[src/rtl/core/irc_tok_pkg.sv]
// Shared types and constants for the chat line tokenizer.
// Used by irc_tok_label and irc_message_tokenizer; depends on nothing.
package irc_tok_pkg;

   localparam int MAX_PARAM_INDEX = 15;
   localparam int CNT_W           = $clog2(MAX_PARAM_INDEX + 1);
   localparam int PARAM_NUM_MAX   = 15;

   localparam logic [7:0] CH_COLON    = 8'h3A;
   localparam logic [7:0] CH_SPACE    = 8'h20;
   localparam logic [7:0] CH_LOWER_A  = 8'h61;
   localparam logic [7:0] CH_LOWER_Z  = 8'h7A;
   localparam logic [7:0] CASE_OFFSET = 8'h20;

   typedef enum logic [2:0] {
      PH_START  = 3'd0,
      PH_PREFIX = 3'd1,
      PH_PRE_SP = 3'd2,
      PH_CMD    = 3'd3,
      PH_CMD_SP = 3'd4,
      PH_PARAM  = 3'd5,
      PH_TRAIL  = 3'd6,
      PH_PAR_SP = 3'd7
   } phase_type;

   typedef enum logic [2:0] {
      KIND_SPACE  = 3'd0,
      KIND_PMARK  = 3'd1,
      KIND_PREFIX = 3'd2,
      KIND_CMD    = 3'd3,
      KIND_PARAM  = 3'd4,
      KIND_TMARK  = 3'd5,
      KIND_TRAIL  = 3'd6
   } kind_type;

   typedef struct packed {
      phase_type          phase;
      logic [CNT_W-1:0]   count;
   } state_type;

   typedef struct packed {
      logic [7:0] out_byte;
      kind_type   byte_kind;
      logic [3:0] param_number;
      logic       field_start;
      logic       line_end;
   } result_type;

endpackage

[src/rtl/core/irc_tok_label.sv]
// Per-byte labeler: classifies one byte against the current phase and
// produces the result word and the next phase/parameter index. Uses irc_tok_pkg.
module irc_tok_label (
   input  irc_tok_pkg::state_type  state,
   input  logic [7:0]              in_byte,
   input  logic                    last_of_line,
   output irc_tok_pkg::result_type result,
   output irc_tok_pkg::state_type  state_next
);
   import irc_tok_pkg::*;

   logic             is_sp;
   logic             is_col;
   kind_type         kind;
   logic             start;
   phase_type        phase_nx;
   logic [CNT_W-1:0] count_nx;
   logic [CNT_W-1:0] count_inc;
   logic             is_lower;

   assign is_sp     = (in_byte == CH_SPACE);
   assign is_col    = (in_byte == CH_COLON);
   assign count_inc = (state.count < CNT_W'(MAX_PARAM_INDEX))
                      ? state.count + CNT_W'(1) : CNT_W'(MAX_PARAM_INDEX);
   assign is_lower  = (in_byte >= CH_LOWER_A) && (in_byte <= CH_LOWER_Z);

   always_comb begin
      kind     = KIND_SPACE;
      start    = 1'b0;
      phase_nx = state.phase;
      count_nx = state.count;
      case (state.phase)
         PH_START: begin
            if (is_col) begin
               kind = KIND_PMARK; start = 1'b1; phase_nx = PH_PREFIX;
            end else if (!is_sp) begin
               kind = KIND_CMD; start = 1'b1; phase_nx = PH_CMD;
            end
         end
         PH_PREFIX: begin
            if (is_sp) phase_nx = PH_PRE_SP;
            else kind = KIND_PREFIX;
         end
         PH_PRE_SP: begin
            if (!is_sp) begin
               kind = KIND_CMD; start = 1'b1; phase_nx = PH_CMD;
            end
         end
         PH_CMD: begin
            if (is_sp) phase_nx = PH_CMD_SP;
            else kind = KIND_CMD;
         end
         PH_PARAM: begin
            if (is_sp) phase_nx = PH_PAR_SP;
            else kind = KIND_PARAM;
         end
         PH_TRAIL: begin
            kind = KIND_TRAIL;
         end
         PH_CMD_SP, PH_PAR_SP: begin
            if (!is_sp) begin
               // bump the index only when a previous parameter exists
               if (state.phase == PH_PAR_SP) count_nx = count_inc;
               start = 1'b1;
               if (is_col) begin
                  kind = KIND_TMARK; phase_nx = PH_TRAIL;
               end else begin
                  kind = KIND_PARAM; phase_nx = PH_PARAM;
               end
            end
         end
         default: begin
            phase_nx = PH_START;
         end
      endcase
   end

   always_comb begin
      result.out_byte     = (kind == KIND_CMD && is_lower) ? in_byte - CASE_OFFSET : in_byte;
      result.byte_kind    = kind;
      result.field_start  = start;
      result.line_end     = last_of_line;
      result.param_number = 4'd0;
      if (kind == KIND_PARAM || kind == KIND_TMARK || kind == KIND_TRAIL) begin
         result.param_number = (count_nx > CNT_W'(PARAM_NUM_MAX))
                               ? 4'(PARAM_NUM_MAX) : 4'(count_nx);
      end
      if (last_of_line) begin
         state_next.phase = PH_START;
         state_next.count = '0;
      end else begin
         state_next.phase = phase_nx;
         state_next.count = count_nx;
      end
   end

endmodule

[src/rtl/core/irc_message_tokenizer.sv]
// Top level of the chat line tokenizer: input register, labeler, result register.
// Depends on irc_tok_pkg and irc_tok_label.
//
//   channel | ports                                           | direction
//   req     | req_valid, req_stall, req_in_byte, req_last_of_line | in word
//   rsp     | rsp_valid, rsp_stall, rsp_out_byte, rsp_byte_kind,  | out word
//           | rsp_param_number, rsp_field_start, rsp_line_end     |
//
// One word per cycle sustained while rsp is not stalled; a word accepted on req reaches
// rsp_valid through the input register, then the result register after the labeler.
// The phase and parameter index advance once per word, when a word moves from
// the input register into the result register.
// Synchronous reset clears both valid flags and returns to line start.
// A stall on rsp holds the result register; the input register keeps
// accepting until it is occupied too, and req_stall rises once it is.
module irc_message_tokenizer (
   input  logic                   clock,
   input  logic                   reset,
   input  logic                   req_valid,
   output logic                   req_stall,
   input  logic [7:0]             req_in_byte,
   input  logic                   req_last_of_line,
   output logic                   rsp_valid,
   input  logic                   rsp_stall,
   output logic [7:0]             rsp_out_byte,
   output irc_tok_pkg::kind_type  rsp_byte_kind,
   output logic [3:0]             rsp_param_number,
   output logic                   rsp_field_start,
   output logic                   rsp_line_end
);
   import irc_tok_pkg::*;

   // input register
   logic       in_valid_ff, in_valid_in;
   logic [7:0] in_byte_ff;
   logic       in_last_ff;

   // result register
   logic       out_valid_ff, out_valid_in;
   result_type out_result_ff;

   // line state
   state_type  state_ff, state_in;
   state_type  state_next;
   result_type result;

   logic       req_accept;
   logic       advance;

   // move a word forward when the result register is free or being drained
   assign advance    = in_valid_ff && (!out_valid_ff || !rsp_stall);
   assign req_stall  = in_valid_ff && !advance;
   assign req_accept = req_valid && !req_stall;

   irc_tok_label u_label (
      .state        (state_ff),
      .in_byte      (in_byte_ff),
      .last_of_line (in_last_ff),
      .result       (result),
      .state_next   (state_next)
   );

   always_comb begin
      in_valid_in = in_valid_ff;
      if (req_accept) in_valid_in = 1'b1;
      else if (advance) in_valid_in = 1'b0;

      out_valid_in = out_valid_ff;
      if (advance) out_valid_in = 1'b1;
      else if (!rsp_stall) out_valid_in = 1'b0;

      // advance the line state only with a word that moves on
      state_in = advance ? state_next : state_ff;
   end

   always_ff @(posedge clock) begin
      if (reset) begin
         in_valid_ff    <= 1'b0;
         out_valid_ff   <= 1'b0;
         state_ff.phase <= PH_START;
         state_ff.count <= '0;
      end else begin
         in_valid_ff  <= in_valid_in;
         out_valid_ff <= out_valid_in;
         state_ff     <= state_in;
      end
   end

   // payload: hold unless a new word lands
   always_ff @(posedge clock) begin
      if (req_accept) begin
         in_byte_ff <= req_in_byte;
         in_last_ff <= req_last_of_line;
      end
      if (advance) begin
         out_result_ff <= result;
      end
   end

   assign rsp_valid        = out_valid_ff;
   assign rsp_out_byte     = out_result_ff.out_byte;
   assign rsp_byte_kind    = out_result_ff.byte_kind;
   assign rsp_param_number = out_result_ff.param_number;
   assign rsp_field_start  = out_result_ff.field_start;
   assign rsp_line_end     = out_result_ff.line_end;

endmodule
[config.mk]
export PLATFORM = sky130hd
export DESIGN_NAME = irc_message_tokenizer
export DESIGN_NICKNAME = d
export VERILOG_FILES = /design/src/rtl/core/irc_tok_pkg.sv /design/src/rtl/core/irc_tok_label.sv /design/src/rtl/core/irc_message_tokenizer.sv
export SDC_FILE = /design/constraint.sdc
export NUM_CORES = 1
export LEC_CHECK = 0
export BUFFER_PORTS_ARGS = -buffer_cell sky130_fd_sc_hd__buf_2
export CORE_UTILIZATION = 35
export DETAILED_ROUTE_END_ITERATION = 7
export GPL_TIMING_DRIVEN = 0
export HOLD_SLACK_MARGIN = 0.06
export PLACE_DENSITY = 0.53
export SYNTH_ARGS = -nofsm -noshare
export SYNTH_HDL_FRONTEND = slang
export SYNTH_SLANG_ARGS = --single-unit
[constraint.sdc]
create_clock -name clock -period 1.9 [get_ports clock]
set_input_delay 0.285 -clock clock [delete_from_list [all_inputs] [get_ports clock]]
set_output_delay 0.285 -clock clock [all_outputs]
set_load 0.005 [all_outputs]
==> impl_metrics.yaml, run 1 <==
cts:
  htreeDepth: 2
  insertion_delay_ns: 0.29
  cts_tree: "done"
  cts_made_buffers: 5
  cts-root-buf: "clkbuf_8"
  clk_pin_slew_ns: 0.07
  cts.sinks: 35
  clk_path_buf_depth: 2
  cts_hold_buf: 0
worst_setup_path:
  worstReg2RegEnd: "rsp_out_byte[7]"
  ff2ff_path_depth: 5
  cp.arrival_ns: 1.90
  path_max_fanout: 4
  cp-end-kind: "register"
  rr_startpoint: "in_byte_ff[6]"
  start_kind: "register"
  critPathRequiredTime_ns: 1.95
  regToRegSetupSlack_ns: 0.04
  worstSetupPathType: "reg2reg"
status:
  status: "completed"
drt:
  drc: 0
  via_count: 1211
  drt-wirelength-per-cell_um: 13.1
  viasPerCell: 5.20
  final_antenna_net_count: 0
  firstDrtPassIters: 4
  drt-initial-drc-count: 73
  wirelength_mm: 3.04
cells_and_area:
  drive_above_1_share: 0.348
  area_growth_pct: 26.5
  layout.cells.non_filler: 233
  antenna_cells: 0
  final_cell_mix: "31 x buf_2, 26 x edfxtp_1, 15 x nor2_1, 9 x dfxtp_1, 8 x a21oi_1"
  fin_util: 0.465
  final_common_cell: "buf_2"
  fillers: 403
  final_nets: 196
pwr:
  p_leak_uw: 0.000736
  power.density_nw_per_um2: 880
  ir_worst_vdd_mv: 0.500
grt:
  grt_use_total: 0.135
  antenna_found_initial: 0
  grt_start_max_net_pins: 27
  grt-ovfl-total: 0
  grt_pass1_wl_mm: 5.18
  first_global_vias: 1109
synthesis:
  syn_avg_cell_area_um2: 11.6
  synth_area_um2: 1610
  synthArstFlopShare: 0
  syn_inst: 139
  synth.net_count: 155
  synth_edf_count: 26
  yosysSeqAreaShare: 0.596
  synth-seq-cells: 35
  ys_warn_count: 0
  synth_ff_type: "edfxtp_1"
  synth_cell_types: 46
die:
  core-area_um2: 4380
  start_util: 0.368
  die_area_um2: 4880
  rows: 24
  io_pins: 32
  die_height_um: 69.9
  die_width_um: 69.9
place:
  gp_congestion: 0.849
  io_buffer_count: 30
  dp_hpwl_mm: 2.15
  dp.cells: 221
job:
  cap_violations: 0
sta:
  setup_viol: 0
  period_needed_ns: 1.86
  final-hold-violation-count: 0
  fmax_mhz: 538
  fin_crit_sh: 0.978
  fin_tns_setup_ns: 0
  slew_headroom: 0.523
  rsz0062_at_grt: "true"
  worstMarginPinSlew_ns: 0.713
  hold_slack_ns: 0.169
  slew_viol_final: 0
  skew_ns: 0.00251
min_path:
  min_path_cells: 1
  hp-start: "req_last_of_line"
  hold_class: "in2reg"
  whs_endpoint: "in_last_ff"
-- cell type report --
type,count,area [um2],area share
clock inverter,3,67.6,0.0331
clock buffer,5,68.8,0.0337
timing repair buffer,34,180,0.0883
buffer,7,42.5,0.0209
multi-input combinational,91,631,0.309
tap,52,65.1,0.0319
inverter,6,23.8,0.0117
sequential,35,961,0.471
-- repair_timing --
action,CTS,global route
setup buffers,1,3
setup endpoints to repair,10,12
resized for setup,2,11
pin swaps,1,2
-- Yosys cell counts (all sizes together), types with 3 or more instances --
| cell | instances | area [um2] |
|---|---|---|
| a21oi | 9 | 45.0 |
| nor2 | 16 | 60.1 |
| ha | 3 | 37.5 |
| buf | 4 | 21.3 |
| a211oi | 5 | 47.5 |
| nand3 | 3 | 15.0 |
| dfxtp | 9 | 180 |
| edfxtp | 26 | 781 |
| clkbuf | 3 | 15.0 |
| o21ai | 6 | 33.8 |
| inv | 5 | 18.8 |
| a31oi | 4 | 25.0 |
| nand2 | 8 | 30.0 |
| nor3 | 7 | 35.0 |
-- state kept, by name, indices dropped and copies added, names as in the netlist --
register,flops
in_valid_ff,1
rsp_field_start,1
rsp_valid,1
rsp_param_number,4
state_ff,7
in_byte_ff,8
rsp_out_byte,8
in_last_ff,1
rsp_line_end,1
rsp_byte_kind,3
-- critical path: stages, from the launching register on --
cell and delay [ns]:
edfxtp_1 0.42, or4b_4 0.59, nor2_2 0.11, nor2_1 0.05
o221a_2 0.26, a21o_1 0.18
-- cell families (layout without fill, tap and decap cells) --
kind of cell | after synthesis | after routing | synth area share
buffers and inverters | 13 | 55 | 0.0365
xor gates and xnor gates | 1 | 1 | 0.00543
AOI/OAI and AO/OA | 39 | 39 | 0.175
DFF | 35 | 35 | 0.596
and+or+nand+nor | 46 | 46 | 0.152
muxes | 2 | 2 | 0.0124
adders and majority gates | 3 | 3 | 0.0233
-- per-stage QoR --
| step | cell area (um2) | power (uW) | setup WS, ns |
|---|---|---|---|
| 2_1_floorplan | 1610 | 956 | 0.103 |
| 3_3_place_gp | 1830 | 1000 | -0.189 |
| 3_5_place_dp | 1830 | 1000 | -0.207 |
| 4_1_cts | 1980 | 1800 | -0.000277 |
| 5_1_grt | 2040 | 1870 | -0.0405 |
| 6_report | 2040 | 1790 | 0.0424 |
-- metal layers --
layer  GRT usage  vias up  share of wire
li1            -      611              -
met1       0.181      565           0.48
met2       0.198       28           0.46
met3      0.0491        7          0.045
met4      0.0533        0          0.016
met5           0        -              0
-- report_power, final --
part	total [uW]	internal (uW)	switching, uW
sequential	874	856	17.1
clock	797	523	273
combinational	124	52.6	71.8
total	1790	1430	362
-- how the worst max path moves through the flow --
stage,startpoint,end,cells after the start
3_5_place_dp,rsp_stall,state_ff[5],7
4_1_cts,in_byte_ff[6],state_ff[4],8
6_report,in_byte_ff[6],rsp_out_byte[7],5
5_1_grt,in_byte_ff[6],rsp_param_number[0],8
2_1_floorplan,in_byte_ff[2],rsp_out_byte[7],5
3_3_place_gp,rsp_stall,state_ff[6],6
(Power assumes the default switching activity.)
==> inputs of run 2 (changes only) <==
--- a/config.mk
+++ b/config.mk
@@ -5,7 +5,9 @@
 export SDC_FILE = /design/constraint.sdc
 export NUM_CORES = 1
 export LEC_CHECK = 0
+export ABC_CLOCK_PERIOD_IN_PS = 1900
 export BUFFER_PORTS_ARGS = -buffer_cell sky130_fd_sc_hd__buf_2
+export CORE_MARGIN = 10
 export CORE_UTILIZATION = 35
 export DETAILED_ROUTE_END_ITERATION = 7
 export GPL_TIMING_DRIVEN = 0
==> constraint.sdc (replaced) <==
create_clock -name clock -period 1.9 [get_ports clock]
set_input_delay 0.38 -clock clock [delete_from_list [all_inputs] [get_ports clock]]
set_output_delay 0.38 -clock clock [all_outputs]
set_load 0.005 [all_outputs]
==> run 2 against run 1 <==
Die area up 58%. Final cell count stayed put. Cell area increased by 0.61%. Clock skew increased by 0.0028 ns. Worst setup slack improved by 0.013 ns. Global-route usage decreased by 3.8 points. Register-to-register slack barely moved. Worst hold slack better by 0.095 ns. Sequential power hardly changed. Sequential cell count unchanged. Critical path type unchanged. Highest routed layer unchanged.
==> impl_metrics.yaml, run 2 (same netlist as run 1, synthesis figures left out) <==
worst_setup_path:
  ff2ff_path_depth: 5
  max_stage_delay_ns: 0.61
  cp.arrival_ns: 1.90
  path_buf_inv: 0
  cp_top_family: "simple AND/OR/NAND/NOR gates"
  path_cells: "or4b_4 -> nor2_4 -> nor2_1 -> o221a_2 -> a21o_1"
  rr_startpoint: "in_byte_ff[2]"
  start_kind: "register"
  regToRegSetupSlack_ns: 0.06
  path_max_fanout: 4
  worstSetupPathType: "reg2reg"
  worstReg2RegEnd: "rsp_out_byte[7]"
  crit_slowest_cell: "or4b_4"
  cp-end-kind: "register"
  critPathRequiredTime_ns: 1.95
die:
  start_util: 0.365
  io_pins: 32
  die_width_um: 87.9
  rows: 24
  core-area_um2: 4410
  die_area_um2: 7720
  die_height_um: 87.9
pwr:
  clockPowerShare: 0.443
  p_leak_uw: 0.000734
  p_switching_uw: 369
  ir_worst_vdd_mv: 0.455
  sequentialPowerShare: 0.486
  cell_internal_pwr_uw: 1430
  power.density_nw_per_um2: 877
  p_comb_frac: 0.071
  sw_frac_of_total: 0.205
min_path:
  hold_class: "in2reg"
  whs_endpoint: "in_byte_ff[6]"
  hp-start: "req_in_byte[6]"
  min_path_cells: 1
sta:
  skew_ns: 0.00531
  setup_viol: 0
  final-hold-violation-count: 0
  worstMarginPinSlew_ns: 0.714
  setup_ws_ns: 0.0553
  fin_tns_setup_ns: 0
  fmax_mhz: 542
  period_needed_ns: 1.84
  fin_crit_sh: 0.971
  rsz0062_at_grt: "true"
  slew_headroom: 0.523
  slew_viol_final: 0
cts:
  clk_path_buf_depth: 2
  htreeDepth: 2
  cts_tree: "done"
  cts_hold_buf: 0
  cts.sinks: 35
  insertion_delay_ns: 0.29
  clk_pin_slew_ns: 0.08
  cts_made_buffers: 5
  cts-root-buf: "clkbuf_8"
place:
  gp_congestion: 0.837
  dp.cells: 221
  dpl_worst_slack_ns: -0.350
  io_buffer_count: 30
  dp_hpwl_mm: 2.48
job:
  cap_violations: 0
cells_and_area:
  antenna_cells: 0
  area_growth_pct: 27.2
  final_nets: 196
  fin_util: 0.465
  final_common_cell: "buf_2"
  layout.cells.non_filler: 233
  final_cell_mix: "31 x buf_2, 26 x edfxtp_1, 15 x nor2_1, 9 x dfxtp_1, 8 x a21oi_1"
  drive_above_1_share: 0.365
drt:
  viasPerCell: 5.35
  drt-initial-drc-count: 115
  drt-wirelength-per-cell_um: 15.4
  wirelength_mm: 3.58
  via_count: 1247
  drc: 0
  firstDrtPassIters: 4
  final_antenna_net_count: 0
grt:
  grt_pass1_wl_mm: 5.82
  antenna_found_initial: 0
  grt-ovfl-total: 0
  grt_start_max_net_pins: 27
  grt_use_total: 0.0964
  first_global_vias: 1203
status:
  status: "completed"
run 2: metrics by stage:
stage	power, uW	hold slack (ns)	instance area [um2]
final	1800	0.264	2050
after global routing	1880	0.241	2050
after CTS	1810	0.251	1980
after detailed placement	1010	0.445	1830
after global placement	1000	0.434	1830
after floorplan	956	0.424	1610
run 2: power groups by stage:
stage               logic (uW)  registers [uW]  clock network, uW
CTS                        116             875                821
floorplan                 66.2             890                  0
global route               144             879                858
global placement           112             891                  0
finish                     127             875                798
detailed placement         114             891                  0
run 2: cell type report:
type	instances	area [um2]
Tap cell	52	65.1
Inverter	6	23.8
Fill cell	399	2360
Timing Repair Buffer	34	180
Buffer	7	38.8
Multi-Input combinational cell	91	647
Sequential cell	35	961
Clock buffer	5	68.8
Clock inverter	3	67.6
run 2: worst max-delay path by stage:
stage / start / end / slack, ns / cells after the start
after floorplan: in_byte_ff[2] / rsp_out_byte[7] / 0.10 / 5
after global placement: rsp_stall / state_ff[6] / -0.28 / 6
after detailed placement: rsp_stall / state_ff[6] / -0.35 / 6
after CTS: in_byte_ff[2] / rsp_out_byte[7] / -0.02 / 5
after global routing: in_byte_ff[6] / state_ff[5] / -0.02 / 7
final: in_byte_ff[2] / rsp_out_byte[7] / 0.06 / 5
run 2: what timing repair did:
action	in CTS	in global routing
resized for setup	3	13
gates cloned	0	0
setup buffers	0	4
pin swaps	0	7
endpoints found under the setup margin	25	7
endpoints found under the hold margin	0	0
run 2: worst register-to-register path, cell delays in order (launching register included):
cell and delay, ns:
edfxtp_1 0.42, or4b_4 0.61, nor2_4 0.13, nor2_1 0.05
o221a_2 0.24, a21o_1 0.16
run 2: metal layers:
layer	vias to the layer above	wire, um	GRT usage
li1	610	-	-
met1	598	1660	0.122
met2	32	1670	0.145
met3	7	194	0.0353
met4	0	55	0.0391
met5	-	0	0
